--- src/design/assert_macros.svh ---
// Assertion macros shared by the gyro integrator modules.
// Needs a clock named clk and a reset named rst in the including module.
`ifndef ASSERT_MACROS_SVH
`define ASSERT_MACROS_SVH

// Checked at every edge outside reset.
`define GQI_ASSERT(lbl, prop, msg) \
  lbl: assert property (@(posedge clk) disable iff (rst) prop) else $error(msg);

// Checked at every edge, reset included.
`define GQI_ASSERT_ALWAYS(lbl, prop, msg) \
  lbl: assert property (@(posedge clk) prop) else $error(msg);

`endif

--- src/design/gqi_pkg.sv ---
// Types, constants and the row term table of the gyro quaternion integrator.
// No dependencies.
package gqi_pkg;

  localparam logic signed [31:0] ONE_Q30     = 32'sh4000_0000;
  localparam logic signed [31:0] NEG_ONE_Q30 = 32'shC000_0000;
  localparam logic [30:0]        ANGLE_LIMIT = 31'h1000_0000;
  localparam logic [30:0]        UNIT_LIMIT  = 31'h4000_0000;
  localparam logic [31:0]        ANGLE_DIV   = 32'd31250;
  localparam logic [63:0]        ANGLE_HALF  = 64'd15625;
  // floor(2^43 / 31250): the quotient estimate is (num >> 11) * ANGLE_RECIP >> 32.
  localparam logic [31:0]        ANGLE_RECIP = 32'd281474976;
  // Smallest rate-time product whose rounded half angle exceeds the limit.
  localparam logic [63:0]        ANGLE_SAT_PROD = 64'd8388608015625;

  // One queued item: the rates and the elapsed time since the last item.
  typedef struct packed {
    logic signed [31:0] rate_x;
    logic signed [31:0] rate_y;
    logic signed [31:0] rate_z;
    logic [31:0]        dt_us;
  } work_t;

  typedef struct packed {
    logic  valid;
    work_t work;
  } push_t;

  typedef struct packed {
    logic empty;
    logic full;
  } q_stat_t;

  // One product term of a row of (I + S) q.
  typedef struct packed {
    logic [1:0] ang_sel;
    logic [1:0] att_sel;
    logic       neg;
  } term_t;

  function automatic term_t row_term(input logic [1:0] row, input logic [1:0] term);
    term_t t;
    t = '{ang_sel: 2'd0, att_sel: 2'd0, neg: 1'b0};
    unique case ({row, term})
      4'b00_00: t = '{2'd0, 2'd1, 1'b1};
      4'b00_01: t = '{2'd1, 2'd2, 1'b1};
      4'b00_10: t = '{2'd2, 2'd3, 1'b1};
      4'b01_00: t = '{2'd0, 2'd0, 1'b0};
      4'b01_01: t = '{2'd2, 2'd2, 1'b0};
      4'b01_10: t = '{2'd1, 2'd3, 1'b1};
      4'b10_00: t = '{2'd1, 2'd0, 1'b0};
      4'b10_01: t = '{2'd2, 2'd1, 1'b1};
      4'b10_10: t = '{2'd0, 2'd3, 1'b0};
      4'b11_00: t = '{2'd2, 2'd0, 1'b0};
      4'b11_01: t = '{2'd1, 2'd1, 1'b0};
      4'b11_10: t = '{2'd0, 2'd2, 1'b1};
      default:  t = '{2'd0, 2'd0, 1'b0};
    endcase
    return t;
  endfunction

endpackage

--- src/design/gqi_queue.sv ---
// Two-entry queue of work items between the front and the back end.
// Depends on gqi_pkg and assert_macros.svh.
`include "assert_macros.svh"
module gqi_queue (
  input  logic             clk,
  input  logic             rst,
  input  gqi_pkg::push_t   push,
  input  logic             pop,
  output gqi_pkg::work_t   head,
  output gqi_pkg::q_stat_t qs
);
  import gqi_pkg::*;

  work_t      slots [2];
  logic       wr_ptr;
  logic       rd_ptr;
  logic [1:0] count;

  assign qs.empty = (count == 2'd0);
  assign qs.full  = (count == 2'd2);
  assign head     = slots[rd_ptr];

  // Storage is written at the tail only.
  always_ff @(posedge clk) begin
    if (push.valid) begin
      slots[wr_ptr] <= push.work;
    end
  end

  // Pointers and fill count.
  always_ff @(posedge clk) begin
    if (rst) begin
      wr_ptr <= 1'b0;
      rd_ptr <= 1'b0;
      count  <= 2'd0;
    end else begin
      if (push.valid) wr_ptr <= !wr_ptr;
      if (pop) rd_ptr <= !rd_ptr;
      count <= count + {1'b0, push.valid} - {1'b0, pop};
    end
  end

  `GQI_ASSERT(a_no_push_full, qs.full |-> !push.valid, "item pushed into a full queue")
  `GQI_ASSERT(a_no_pop_empty, qs.empty |-> !pop, "item popped from an empty queue")
endmodule

--- config.mk ---
export PLATFORM = sky130hd
export DESIGN_NAME = gqi_queue
export DESIGN_NICKNAME = d
export VERILOG_FILES = /design/src/design/gqi_pkg.sv /design/src/design/gqi_queue.sv
export VERILOG_INCLUDE_DIRS = /design/src /design/src/design
export SDC_FILE = /design/constraint.sdc
export NUM_CORES = 1
export LEC_CHECK = 0
export ABC_AREA = 1
export BUFFER_PORTS_ARGS = -buffer_cell sky130_fd_sc_hd__buf_2
export CAP_MARGIN = 10
export CORE_MARGIN = 8
export CORE_UTILIZATION = 30
export CTS_BUF_LIST = sky130_fd_sc_hd__clkbuf_16
export CTS_CLUSTER_SIZE = 16
export DETAILED_ROUTE_END_ITERATION = 16
export MAX_ROUTING_LAYER = met4
export PLACE_DENSITY = 0.63
export SLEW_MARGIN = 20
export SYNTH_ARGS = -nofsm -noshare
export SYNTH_HDL_FRONTEND = slang
export SYNTH_SLANG_ARGS = --single-unit
--- constraint.sdc ---
create_clock -name clk -period 6.66 [get_ports clk]
set_input_delay 0.333 -clock clk [delete_from_list [all_inputs] [get_ports clk]]
set_output_delay 0.333 -clock clk [all_outputs]
set_load 0.03 [all_outputs]
-- Word level (Yosys, flattened, before mapping)
Memory sizes are Yosys's and may differ from the RTL's. A register that Yosys moved wholly into a read port is not among the register bits.
Cells that the tools add are included.
- memory bits (writable): 256
- word-level logic and storage cells: 14
- memories kept: 1
- bits of input ports: 132
- flip-flop bits (word level): 4
- memories (name ; depth ; width ; rd ports ; clocked after memory_dff ; wr ports ; line ; text):
    slots ; 2 ; 128 ; 1 ; 1 ; 1 ; gqi_queue.sv:14 ; work_t slots [2];
- reductions and logical operators: 3
- $add $sub $neg: 2
- muxes and demuxes: 4
- equal/unequal tests: 1
- operator list (kind ; number):
    1-bit two-way mux ; 4
    2-bit by 1-bit adder with 2-bit output ; 1
    2-bit == test (second input constant) ; 1
    1-bit zero test ; 2
    2-bit zero test ; 1
    2-bit by 1-bit subtractor with 2-bit output ; 1

-- Depth between registers and ports, before layout
- depth after elaboration: 3
- gate-level depth with buffers: 7

-- Worst setup path before layout
No wires, ideal clock.
- kind: input to register
- start point: in push[128] (netlist bit)
- end point: mem slots[0][0] (netlist bit), enable pin
- cell stages on the path: 2
- data required time: 6040 ps
- library setup time: 620 ps
- arrival time: 5727 ps
- slack: 313 ps
- path through: inv_1 -> nor2_1
- cells in the longest elaborated chain, start to end: 2
- RTL lines (what ; line ; text):
    from (decl) ; gqi_queue.sv:7 ; input gqi_pkg::push_t push,
    1-bit two-way mux ; gqi_queue.sv:25 ; if (push.valid) begin
    1-bit two-way mux (implied by the code) ; gqi_queue.sv:26 ; slots[wr_ptr] <= push.work;
    to (decl) ; gqi_queue.sv:14 ;
Every way passes these cells.

==> flow_metrics.tcl <==
set metrics [dict create \
    outcome "completed" \
    detail_route.wl_per_cell_um 17.22 \
    rrSetupSlack_ps 4170 \
    fin_skew_ps 12.80 \
    powerDensity_nw_per_um2 300.2 \
    core_area_um2 31390 \
    synth_simple_gate_area_frac 0.005777 \
    muxShareOfSynthArea 0.1512 \
    hold_path_depth 3 \
    synth_top_family_by_area "multiplexers" \
    yosys.area_share.xor_xnor 0.0009190 \
    cts_setup_buffers 0 \
    port_buffers 261 \
    path_clk_slew_ps 60 \
    final_max_slew_viol_count 0 \
    num_vias 5351 \
    ios 262 \
    cpMaxStageDelayCell "dfxtp_4" \
    place_area_um2 11210 \
    setup_viol 0 \
    cp_top_family "buffers and inverters" \
    syn-cell-area_um2 9530 \
    grt_pass1_vias 6078 \
    grt_first_pass_wirelength_um 33540 \
    hp-start "pop" \
    reg2reg_from "wr_ptr" \
    nets 974 \
    yosys-top-cells-area "edfxtp_1, mux2_2, clkbuf_8" \
    synth_top_area_cell "edfxtp_1" \
    relSlewSlack 0.3510 \
    start_kind "flop" \
    synth_adder_area_share 0.002626 \
    critical_path_buf_inv_count 2 \
    hold_class "in -> reg" \
    layout_min_cycle_time_ps 3323 \
    min_period_over_period 0.4989 \
    dp_hpwl_um 13610 \
    cts_root_buf "clkbuf_16" \
    synth-compound-area-share 0.0005251 \
    start_util 0.3036 \
    peakVddDrop_uv 240.2 \
    cts_sinks 261 \
    htreeDepth 1 \
    grt_max_degree 70 \
    yosys-top-cells-count "edfxtp_1, mux2_2, clkbuf_8, inv_1, nor2_1" \
    cts_buffers 29 \
    grt_util_all_layers 0.1130 \
    worst_slack_ps 3337 \
    worstSkewPairLatency_ps 530 \
    hold_violations 0 \
    fin_setup_tns_ps 0 \
    crit_type "reg -> out" \
    crit_fanout 68 \
    synthesis.nets 563 \
    antenna_found_initial 1 \
    drtIter0Drc 247 \
    drc 0 \
    path_cells "buf_4, mux2_2, buf_2" \
    rsz0062_at_grt "false" \
    yosysMostFrequentCell "edfxtp_1" \
    fmax_ghz 0.3009 \
    worst_ep_arrival_time_ps 2990 \
    pre_cts_ws_ps 3815 \
    grt_overflow 0 \
    first_pass_iters 4 \
    synthDistinctLibCells 13 \
    async_reset_ff_frac 0 \
    gp_congestion 0.6789 \
    yosys_warnings 0 \
    die_w_um 194.2 \
    power_mw 4.034 \
    core.rowCount 65 \
    drt_wl_total_um 21790 \
    cts_tree "built" \
    tightest_slew_ps 973.6 \
    route.detailed.vias_per_inst 4.230 \
    leakagePower_nw 5.061 \
    design_area_um2 13440 \
    die-area_um2 37730 \
    max_cap_viol_count 0 \
    drive_gt1_frac 0.5046 \
    die_y_um 194.2 \
    syn_to_final_growth_pct 41.00 \
    reg2reg_to "slots[1][120]" \
    critPathMaxStageDelay_ps 890 \
    seq_area_frac_synth 0.8171 \
    syn-instance-count 429 \
    avgSynthCellArea_um2 22.22 \
    synth_edf_count 256 \
    end_kind "output pin" \
    rr_worst_depth 3 \
    synthDominantCellAreaShare 0.8066 \
    yosys_most_used_dff "edfxtp_1" \
    required_ps 6330 \
    clockBufferDepth 3 \
    synth_seq_cells 261 \
    drt.antenna.violating_nets 0 \
]
-- timing repair --
item,in CTS,in global routing
endpoints found under the setup margin,0,0
hold buffers,129,0
gates resized for setup,0,0
endpoints found under the hold margin,258,0
-- layout by cell type (no fill, tap or decap) --
master and n:
buf_4 4, nand3_1 1, diode_2 1, nor2_4 1, buf_2 261, ha_1 2, clkinv_1 8, nor3_1 1
nor2_1 7, inv_4 1, clkinvlp_4 4, nand2_1 4, dfxtp_4 1, edfxtp_1 256, dfxtp_1 4, inv_1 13
mux2_2 128, bufinv_16 4, dlygate4sd3_1 129, xnor2_1 1, clkinv_2 2, clkbuf_16 29, a21oi_1 1
-- logic make-up after synthesis --
| kind of cell | Yosys count |
|---|---|
| adders and majority gates | 2 |
| and+or+nand+nor | 14 |
| muxes | 128 |
| AOI/OAI and AO/OA | 1 |
| buffers and inverters | 22 |
| xor gates and xnor gates | 1 |
| DFF | 261 |
-- layer usage --
layer  track usage  wire length (um)
met2        0.1913             10710
met3       0.02916              1270
met4       0.03225               497
met5             -                 0
met1        0.1318              9314
-- flip-flops by register name, summed over array words and instances (netlist names), named ones only --
| signal | flops |
|---|---|
| count | 2 |
| rd_ptr | 1 |
| slots | 256 |
| wr_ptr | 1 |
-- through the flow --
stage	cells	hold WS (ps)	util
after floorplan	429	404.2	-
after global placement	1082	496.6	0.3570
after detailed placement	1082	508.3	0.3570
after CTS	1264	61.53	0.4280
after global routing	1265	90.35	0.4281
final	1265	95.92	0.4281
-- layout make-up --
cell class,instances,area [um2]
Antenna cell,1,2.502
Timing Repair Buffer,394,2628
Inverter,8,32.53
Sequential cell,261,7791
Clock inverter,24,212.7
Tap cell,402,503.0
Multi-Input combinational cell,146,1543
Fill cell,2771,17950
Clock buffer,29,725.7
-- power breakdown --
part / switching (mW) / internal [mW] / leakage, nW
Combinational: 0.330 / 0.219 / 2.15
Clock: 0.607 / 0.939 / 0.467
Sequential: 0.0343 / 1.90 / 2.44
-- how the worst max path moves through the flow --
stage                   start          end  slack [ps]  depth (start not counted)
floorplan           push[128]  slots[0][0]         310                          2
CTS                      flop     head[18]        3220                          3
global placement         flop     head[26]        3850                          3
global route             flop     head[27]        3160                          3
detailed placement       flop     head[18]        3810                          3
finish                   flop     head[29]        3340                          3
-- tightest hold or removal path: stages --
cell and delay [ps]:
buf_2 110, xnor2_1 70, nor2_1 80
(Power assumes the default switching activity.)
