File: config.mk
export PLATFORM = sky130hd
export DESIGN_NAME = gqi_front_flat
export DESIGN_NICKNAME = d
export VERILOG_FILES = /design/src/design/assert_macros.svh /design/src/design/gqi_pkg.sv /design/src/design/gqi_in_if.sv /design/src/design/gqi_front.sv /design/src/flat_wrapper.sv
export SDC_FILE = /design/constraint.sdc
export NUM_CORES = 1
export LEC_CHECK = 0
export CORE_AREA = 4 4 100 102
export CTS_CLUSTER_SIZE = 16
export DETAILED_ROUTE_END_ITERATION = 12
export DIE_AREA = 0 0 104 106
export DONT_BUFFER_PORTS = 1
export GPL_TIMING_DRIVEN = 1
export HOLD_SLACK_MARGIN = 0.05
export MAX_ROUTING_LAYER = met4
export PLACE_DENSITY = 0.54
export SLEW_MARGIN = 20
export SYNTH_ARGS = -nofsm -noshare
export SYNTH_HDL_FRONTEND = slang
export SYNTH_SLANG_ARGS = --single-unit
File: constraint.sdc
create_clock -name clk -period 2.55 [get_ports clk]
set_clock_uncertainty 0.2 [all_clocks]
set_input_delay 0.255 -clock clk [delete_from_list [all_inputs] [get_ports clk]]
set_output_delay 0.255 -clock clk [all_outputs]
set_load 0.03 [all_outputs]
File: src/design/assert_macros.svh
// Assertion macros shared by the gyro integrator modules.
// Needs a clock named clk and a reset named rst in the including module.
`ifndef ASSERT_MACROS_SVH
`define ASSERT_MACROS_SVH

// Checked at every edge outside reset.
`define GQI_ASSERT(lbl, prop, msg) \
  lbl: assert property (@(posedge clk) disable iff (rst) prop) else $error(msg);

// Checked at every edge, reset included.
`define GQI_ASSERT_ALWAYS(lbl, prop, msg) \
  lbl: assert property (@(posedge clk) prop) else $error(msg);

`endif

File: src/design/gqi_pkg.sv
// Types, constants and the row term table of the gyro quaternion integrator.
// No dependencies.
package gqi_pkg;

  localparam logic signed [31:0] ONE_Q30     = 32'sh4000_0000;
  localparam logic signed [31:0] NEG_ONE_Q30 = 32'shC000_0000;
  localparam logic [30:0]        ANGLE_LIMIT = 31'h1000_0000;
  localparam logic [30:0]        UNIT_LIMIT  = 31'h4000_0000;
  localparam logic [31:0]        ANGLE_DIV   = 32'd31250;
  localparam logic [63:0]        ANGLE_HALF  = 64'd15625;
  // floor(2^43 / 31250): the quotient estimate is (num >> 11) * ANGLE_RECIP >> 32.
  localparam logic [31:0]        ANGLE_RECIP = 32'd281474976;
  // Smallest rate-time product whose rounded half angle exceeds the limit.
  localparam logic [63:0]        ANGLE_SAT_PROD = 64'd8388608015625;

  // One queued item: the rates and the elapsed time since the last item.
  typedef struct packed {
    logic signed [31:0] rate_x;
    logic signed [31:0] rate_y;
    logic signed [31:0] rate_z;
    logic [31:0]        dt_us;
  } work_t;

  typedef struct packed {
    logic  valid;
    work_t work;
  } push_t;

  typedef struct packed {
    logic empty;
    logic full;
  } q_stat_t;

  // One product term of a row of (I + S) q.
  typedef struct packed {
    logic [1:0] ang_sel;
    logic [1:0] att_sel;
    logic       neg;
  } term_t;

  function automatic term_t row_term(input logic [1:0] row, input logic [1:0] term);
    term_t t;
    t = '{ang_sel: 2'd0, att_sel: 2'd0, neg: 1'b0};
    unique case ({row, term})
      4'b00_00: t = '{2'd0, 2'd1, 1'b1};
      4'b00_01: t = '{2'd1, 2'd2, 1'b1};
      4'b00_10: t = '{2'd2, 2'd3, 1'b1};
      4'b01_00: t = '{2'd0, 2'd0, 1'b0};
      4'b01_01: t = '{2'd2, 2'd2, 1'b0};
      4'b01_10: t = '{2'd1, 2'd3, 1'b1};
      4'b10_00: t = '{2'd1, 2'd0, 1'b0};
      4'b10_01: t = '{2'd2, 2'd1, 1'b1};
      4'b10_10: t = '{2'd0, 2'd3, 1'b0};
      4'b11_00: t = '{2'd2, 2'd0, 1'b0};
      4'b11_01: t = '{2'd1, 2'd1, 1'b0};
      4'b11_10: t = '{2'd0, 2'd2, 1'b1};
      default:  t = '{2'd0, 2'd0, 1'b0};
    endcase
    return t;
  endfunction

endpackage

File: src/design/gqi_in_if.sv
// Sample channel: three rates and a timestamp with a valid/ready handshake.
// No dependencies.
interface gqi_in_if;
  logic               valid;
  logic               ready;
  logic signed [31:0] rate_x;
  logic signed [31:0] rate_y;
  logic signed [31:0] rate_z;
  logic [31:0]        sample_time_us;

  modport source(output valid, rate_x, rate_y, rate_z, sample_time_us, input ready);
  modport sink(input valid, rate_x, rate_y, rate_z, sample_time_us, output ready);
endinterface

File: src/design/gqi_front.sv
// Front end: accepts samples, forms the wrapped time step, pushes work items.
// Depends on gqi_pkg and gqi_in_if.
module gqi_front (
  input  logic           clk,
  input  logic           rst,
  gqi_in_if.sink         sample,
  input  gqi_pkg::q_stat_t qs,
  output gqi_pkg::push_t push
);
  import gqi_pkg::*;

  logic [31:0] last_time;
  logic        take;

  assign sample.ready = !qs.full;
  assign take         = sample.valid && !qs.full;

  // Work item with the time step wrapping modulo 2^32.
  always_comb begin
    push.valid       = take;
    push.work.rate_x = sample.rate_x;
    push.work.rate_y = sample.rate_y;
    push.work.rate_z = sample.rate_z;
    push.work.dt_us  = sample.sample_time_us - last_time;
  end

  // The last timestamp follows every accepted item.
  always_ff @(posedge clk) begin
    if (rst) begin
      last_time <= '0;
    end else if (take) begin
      last_time <= sample.sample_time_us;
    end
  end
endmodule

File: src/flat_wrapper.sv
// flat-port wrapper written by rule: the top's interface ports become plain ports
module gqi_front_flat import gqi_pkg::*;
  (clk, rst, qs, push, sample_valid, sample_rate_x, sample_rate_y, sample_rate_z, sample_sample_time_us, sample_ready);
  gqi_in_if sample_i ();
  input  logic clk;
  input  logic rst;
  input  gqi_pkg::q_stat_t qs;
  output gqi_pkg::push_t push;
  input wire logic [$bits(sample_i.valid)-1:0] sample_valid;
  input wire logic [$bits(sample_i.rate_x)-1:0] sample_rate_x;
  input wire logic [$bits(sample_i.rate_y)-1:0] sample_rate_y;
  input wire logic [$bits(sample_i.rate_z)-1:0] sample_rate_z;
  input wire logic [$bits(sample_i.sample_time_us)-1:0] sample_sample_time_us;
  output wire logic [$bits(sample_i.ready)-1:0] sample_ready;
  assign sample_i.valid = sample_valid;
  assign sample_i.rate_x = sample_rate_x;
  assign sample_i.rate_y = sample_rate_y;
  assign sample_i.rate_z = sample_rate_z;
  assign sample_i.sample_time_us = sample_sample_time_us;
  assign sample_ready = sample_i.ready;
  gqi_front u_core (.clk(clk), .rst(rst), .sample(sample_i), .qs(qs), .push(push));
endmodule
Yosys cells after proc, flatten, opt, wreduce, memory -nomap -nowiden
Cells that the tools add are included.
{ "totals": {"register_bits": 32, "in_bits": 133, "out_inout_bits": 130} }
{ "classes": {"add_sub_neg": 1, "reduce_logical": 2} }
{ "op_table": {"columns": ["operator", "n"], "rows": [
  ["32-bit subtractor", 1],
  ["1-bit logical AND", 1],
  ["1-bit logical NOT", 1]
]} }

Longest topological paths before layout
Gate-level depths: netlist of the first run.
{ "logic_depth": {"depth_word": 2, "ltp_mapped": 10} }

Worst setup path before layout of the first run
Ideal clock, no wire load.
{ "synth_timing": {"kind": "reg2out", "start": "register u_core.last_time[4]", "end": "output port push[12] (netlist bit)", "t_arrival_ns": 2.643, "setup_slack_ns": -0.548, "path_stages_with_launch": 9, "path_buffers": 0, "cell_sequence": "dfxtp_1 -> inv_1 -> ha_1 -> a21o_1 -> a21oi_1 -> a21oi_1 -> o21bai_1 -> a21boi_0 -> o311ai_0"} }
{ "synth_lines": {"columns": ["element", "line", "text"], "rows": [
  ["from (decl)", "gqi_front.sv:12", "logic [31:0] last_time;"],
  ["from (signal assigned)", "gqi_front.sv:32", "last_time <= sample.sample_time_us;"],
  ["to (decl)", "flat_wrapper.sv:8", "output gqi_pkg::push_t push;"]
]} }

==> metrics, run 1 <==
peak fanout along the critical path=5; post-synth cell types=48; Rel. slew slack=a little over two thirds; Seq cells post-synth=32; Syn Nets=682; finished layout cell area=5330 um^2; Placer Congestion=~0.87; switching part of the total=40.19%; Syn. warnings=0; HP Class=primary input to primary output; CP startpoint kind=register; fillcell total=776; Setup Viol. Count Final=23; Core Area=9109 um^2; clock latency on the worst-skew pair=0.28 ns; FFs w/ async S/R, synth=0%; Tmin final=3.037 ns; Routed Antenna Nets=0; Sequential Area=655.6 um^2; RSZ-0062 raised after global routing=true; R2R Setup Slk=1.12 ns; Bufs and invs on worst path=2; # diodes=0; Final period util=119.1%; Place WS=-0.2920 ns; synthesized area=~3700 um^2; r2r endpoint=u_core.last_time[11]; Synth area leader=buf_4; R2R depth=4; largest registers=u_core.last_time x32; Layout Nets=750; critical path's slowest cell=a2111oi_4; combinational share of power=60.1%; critical path class=register to primary output; sequential share of the synthesized area=17.43%; failing checks=negative setup slack; vias in the first global route=3762; Top delay family on crit path=compound AO/OA/AOI/OAI gates; drt first pass iters=4; DP HPWL=7640 um; Hold WS=0.3100 ns; Post-synth EDFFs=0; pin count of the biggest net entering global routing=33; CP Data Required Time=2.10 ns; initial core utilization=40.34%; most frequent cells in the layout=nand2_1 (90), buf_4 (83), dlygate4sd3_1 (63); Power Total=2.394 mW; CTS tree=built; max FFs per register=32; Syn-to-layout area delta=45.05%; WL/cell=16.39 um; Top Usage Layer GRT=met2; Reg with most FFs=u_core.last_time; met1 Track Usage GR=21.53%; max-slew violation count=0; num rows=35; die area=around 11000 um^2; gr ovfl total=0; worst-margin pin slew=between 0.4 and 0.5 ns; Worst-path clk slew=0.07 ns; Internal=about 1.4 mW; post-synth top area share=19.82%; number of I/O port buffers=0; Placed Area=between 3000 and 4000 um^2; wire length of the first global-routing pass=between 15000 and 20000 um; Primary FF master, synth=dfxtp_1; met2 usage=36.12%; Clk pwr share=17.5%; Die H=106 um; Worst Hold Path Cells=0; Initial DRC Count=125; Root Buffer=clkbuf_8; max-cap viol count=0; met3 Usage GRT=4.675%; Max Root-Sink Buffers=2; HP Start=sample_rate_x[10]; Synth Instances=approximately 520; Final Hold Fails=0; I/O pin cnt=263; CP Capture Type=primary output; final WL=11420 um; Max IR drop VDD=0.2554 mV; Min-Delay Endpoint=push[106]; sequential share of power=22.4%; syn_area_per_cell=a little over 7 um^2; H-tree depth=2; CP max stage delay=0.37 ns; layout cells sized above 1=37.03%; DP Cell Count=roughly 610; critical path, cell by cell=inv_1, ha_4, a21o_1, a21oi_2, nand2_2, a31o_4, a2111oi_4, o31ai_2, xor2_2, buf_6; post-route setup slack=-0.4871 ns; power density over the cells=449.2 nW/um^2; initial antenna violation count=0; commonest non-fill, non-tap cell in the layout=nand2_1; cts bufs inserted=5; Die Wd=104 um; multi-input logic area=2664 um^2; total track usage=20.18%; # DRC=0; CTS sink cnt=32; filler-free cell count of the finished design=697; outcome=finished with violations; fmax=329.3 MHz; Via Count=3666; Leakage=2.263 nW; drt via density=about 5.3; Sw Pwr=between 0.9 and 1 mW; Arr. time, crit path=roughly 2.6 ns; largest cells by area after synthesis=buf_4 (20%), dfxtp_1 (17%), ha_1 (11%), nand2_1 (9.6%), a21oi_1 (7.8%); FF-to-FF Start=u_core.last_time[11]
==> area by class of cell <==
type,count,area share [%]
clock buffer,6,1.549
inverter,43,3.028
timing repair buffer,176,30.35
multi-input combinational,327,49.98
clock inverter,2,0.1878
tap,111,2.606
sequential,32,12.30
==> power by group through the flow <==
stage,sequential (mW),combinational (mW),clock [mW]
final,0.536,1.44,0.420
after global routing,0.539,1.54,0.452
after CTS,0.535,1.33,0.439
after detailed placement,0.545,1.11,0
after global placement,0.544,1.10,0
after floorplan,0.543,0.996,0
==> worst max path at each step <==
stage	from	end	slack, ns	cells after the start
3_5_place_dp	u_core.last_time[9]	push[28]	-0.29	10
6_report	u_core.last_time[4]	push[28]	-0.49	10
3_3_place_gp	u_core.last_time[9]	push[28]	-0.26	10
2_1_floorplan	u_core.last_time[12]	push[28]	-0.17	9
5_1_grt	u_core.last_time[4]	push[28]	-0.64	10
4_1_cts	u_core.last_time[11]	push[28]	-0.56	10
==> cells in the mapped netlist, types with 2 or more instances <==
library cell  number
a2111oi_0          2
a211oi_1           2
a21boi_0           2
a21o_1            11
a21oi_1           57
and3_1             3
buf_1              2
buf_4             97
clkbuf_1          15
dfxtp_1           32
ha_1              31
inv_1             43
nand2_1           94
nand2b_1           4
nand4_1            7
nor2_1            21
nor2b_1            3
nor3_1             4
o2111ai_1          3
o21a_1             7
o21ai_0           19
o21bai_1           5
o31ai_1            2
o41ai_2            2
xnor2_1           16
xor2_1            11
==> timing repair <==
action                     in CTS  in global routing
hold buffers                   64                  0
gates resized for setup        80                 42
pin swaps                      32                 28
buffers inserted                9                 12
setup endpoints to repair      23                 24
hold endpoints to repair       32                  0
==> cells by family after synthesis <==
| group | Yosys count | share of synthesized area, % |
|---|---|---|
| AO/OA/AOI/OAI | 129 | 23.22 |
| XOR/XNOR | 27 | 6.435 |
| AND/OR/NAND/NOR | 139 | 15.73 |
| buffers and inverters | 158 | 26.08 |
| flip-flops | 32 | 17.43 |
| adder cells (fa/ha/maj) | 32 | 11.10 |
==> stage by stage <==
| step | TNS (ns) | util [%] |
|---|---|---|
| 6_report | -6.718 | 58.52 |
| 5_1_grt | -9.252 | 58.52 |
| 4_1_cts | -6.513 | 55.74 |
| 3_5_place_dp | -2.580 | 43.06 |
| 3_3_place_gp | -2.334 | 43.06 |
| 2_1_floorplan | -0.4042 | - |
==> routing by layer <==
| metal | vias to the layer above | share of wire (%) |
|---|---|---|
| met1 | 1713 | 38 |
| met4 | 0 | 3.4 |
| met5 | - | 0 |
| li1 | 1751 | - |
| met2 | 152 | 52 |
| met3 | 50 | 6.4 |
No activity file was read; power rests on OpenSTA's default activity.
==> inputs of run 2 (changes only) <==
--- a/config.mk
+++ b/config.mk
@@ -14,6 +14,8 @@
 export HOLD_SLACK_MARGIN = 0.05
 export MAX_ROUTING_LAYER = met4
 export PLACE_DENSITY = 0.54
+export REMOVE_ABC_BUFFERS = 1
+export SKIP_CTS_REPAIR_TIMING = 1
 export SLEW_MARGIN = 20
 export SYNTH_ARGS = -nofsm -noshare
 export SYNTH_HDL_FRONTEND = slang
==> run 2 against run 1 <==
  * Hold slack got worse by 0.29 ns
  * Total power increased by 2.7%
  * The run still ends with negative setup slack left
  * Global-route usage increased by 17 points
==> metrics, run 2 (synthesis gave the netlist of run 1 again) <==
combinational share of power=56.1% (-4.0 points); pin count of the biggest net entering global routing=33 (unchanged); Sw Pwr=0.9925 mW (+3.2%); Via Count=3877 (+5.8%); sequential share of power=21.9% (-0.5 points); Setup TNS Final=-8.261 ns (-1.543 ns); HP Class=primary input to register; Placer Congestion=0.9806 (+13%); Placed Area=3877 um^2 (-1.1%); largest registers=u_core.last_time x32; worst-margin pin slew=0.3520 ns (-0.09080 ns); post-route setup slack=-0.6940 ns (-0.2070 ns); # DRC=0 (unchanged); R2R depth=3 (-1); H-tree depth=2 (unchanged); Setup Viol. Count Final=23 (unchanged); Worst Hold Path Cells=2 (+2); Layout Nets=748 (-0.27%); R2R Setup Slk=1.15 ns (+0.03 ns); Reg with most FFs=u_core.last_time; Final period util=127.2% (+8.1 points); switching part of the total=40.38% (+0.19 points); Max Root-Sink Buffers=2 (unchanged); most frequent cells in the layout=buf_4 (112), nand2_1 (90), dlygate4sd3_1 (49); cts bufs inserted=5 (unchanged); max-slew violation count=0 (unchanged); number of I/O port buffers=0 (unchanged); power density over the cells=477.9 nW/um^2 (+6.4%); final WL=22030 um (+93%); r2r endpoint=u_core.last_time[5]; Clk pwr share=22.0% (+4.5 points); commonest non-fill, non-tap cell in the layout=buf_4; Core Area=9109 um^2 (unchanged); outcome=finished with violations; die area=11020 um^2 (unchanged); Routed Antenna Nets=0 (unchanged); drt via density=5.554 (+5.6%); peak fanout along the critical path=3 (-2); clock latency on the worst-skew pair=0.30 ns (+0.02 ns); Min-Delay Endpoint=u_core.last_time[8]; num rows=35 (unchanged); Rel. slew slack=75.93% (+5.5 points); CP startpoint kind=register; Die Wd=104 um (unchanged); HP Start=rst; Internal=1.465 mW (+2.3%); WL/cell=31.57 um (+93%); Max IR drop VDD=0.2411 mV (-5.6%); layout cells sized above 1=37.50% (+0.47 points); I/O pin cnt=263 (unchanged); CP Capture Type=primary output; initial antenna violation count=3 (+3); initial core utilization=40.34% (unchanged); Syn-to-layout area delta=39.97%; Power Total=2.458 mW (+2.7%); Leakage=2.159 nW (-4.6%); Arr. time, crit path=2.79 ns (+0.21 ns); drt first pass iters=5 (+1); Die H=106 um (unchanged); vias in the first global route=3449 (-8.3%); critical path class=register to primary output; CP Data Required Time=2.10 ns (about the same); max FFs per register=32 (unchanged); CTS sink cnt=32 (unchanged); DP HPWL=18280 um (+140%); Worst-path clk slew=0.09 ns (+0.02 ns); Final Hold Fails=0 (unchanged); Tmin final=3.244 ns (+0.2070 ns); gr ovfl total=0 (unchanged); Root Buffer=clkbuf_8; total track usage=36.71% (+17 points); finished layout cell area=5144 um^2 (-3.5%); FF-to-FF Start=u_core.last_time[5]; wire length of the first global-routing pass=27480 um (+52%); RSZ-0062 raised after global routing=true; fmax=308.3 MHz (-6.4%); Initial DRC Count=176 (+41%); Place WS=-0.4180 ns (-0.1260 ns); failing checks=negative setup slack; max-cap viol count=0 (unchanged); CTS tree=built
## run 2: cell types whose count changed in the layout (fill, tap and decap cells not counted), moves of 5 or more
cell           delta
buf_4            +29
buf_6            -16
dlygate4sd3_1    -14
xor2_1            +6
xor2_2            -6
nor2_1            +5
o21ai_2           -5
o21ai_4           +5
## run 2: per-layer routing
| metal | vias up | GRT usage (%) | part of all wire, % |
|---|---|---|---|
| met5 | - | - | 0 |
| met4 | 0 | 14.62 | 5.3 |
| met3 | 57 | 42.68 | 22 |
| met2 | 303 | 59.98 | 47 |
| met1 | 1757 | 23.16 | 25 |
| li1 | 1760 | - | - |
## run 2: through the flow
stage               hold WS, ns  instances  util (%)
finish                  0.02440        698     56.47
global placement         0.1281        626     42.57
detailed placement       0.1304        626     42.57
CTS                     -0.1944        634     43.83
floorplan                0.1241        402         -
global route            0.05565        698     56.47
## run 2: critical path, cell delays in order, from the launching register on
cell and delay (ns):
dfxtp_2 0.35, inv_2 0.05, ha_4 0.21, a21o_1 0.15
a21o_1 0.17, a221o_1 0.35, a31o_4 0.25, a2111oi_4 0.40
buf_4 0.18, o31ai_2 0.06, xor2_1 0.14, buf_4 0.18
## run 2: area by class of cell
class / count / area [um^2]
flip-flops and latches: 32 / 656.9
clock buffers: 5 / 68.82
well taps: 111 / 138.9
clock inverters: 3 / 46.29
fillers: 864 / 3965
inverters: 43 / 161.4
repair buffers: 174 / 1495
multi-input cells: 327 / 2569
diodes: 3 / 7.507
## run 2: how the worst max path moves through the flow
| stage | start | to | slack (ns) |
|---|---|---|---|
| final | u_core.last_time[11] | push[28] | -0.69 |
| after global routing | u_core.last_time[11] | push[28] | -0.77 |
| after CTS | u_core.last_time[0] | push[16] | -0.76 |
| after detailed placement | u_core.last_time[0] | push[16] | -0.42 |
| after global placement | sample_sample_time_us[0] | push[16] | -0.36 |
| after floorplan | u_core.last_time[4] | push[12] | -0.55 |
## run 2: power by group through the flow
| stage | clock network (mW) | registers [mW] | logic (mW) |
|---|---|---|---|
| after floorplan | 0 | 0.543 | 0.644 |
| after global placement | 0 | 0.544 | 1.08 |
| after detailed placement | 0 | 0.546 | 1.08 |
| after CTS | 0.547 | 0.534 | 1.09 |
| after global routing | 0.564 | 0.539 | 1.47 |
| final | 0.541 | 0.537 | 1.38 |
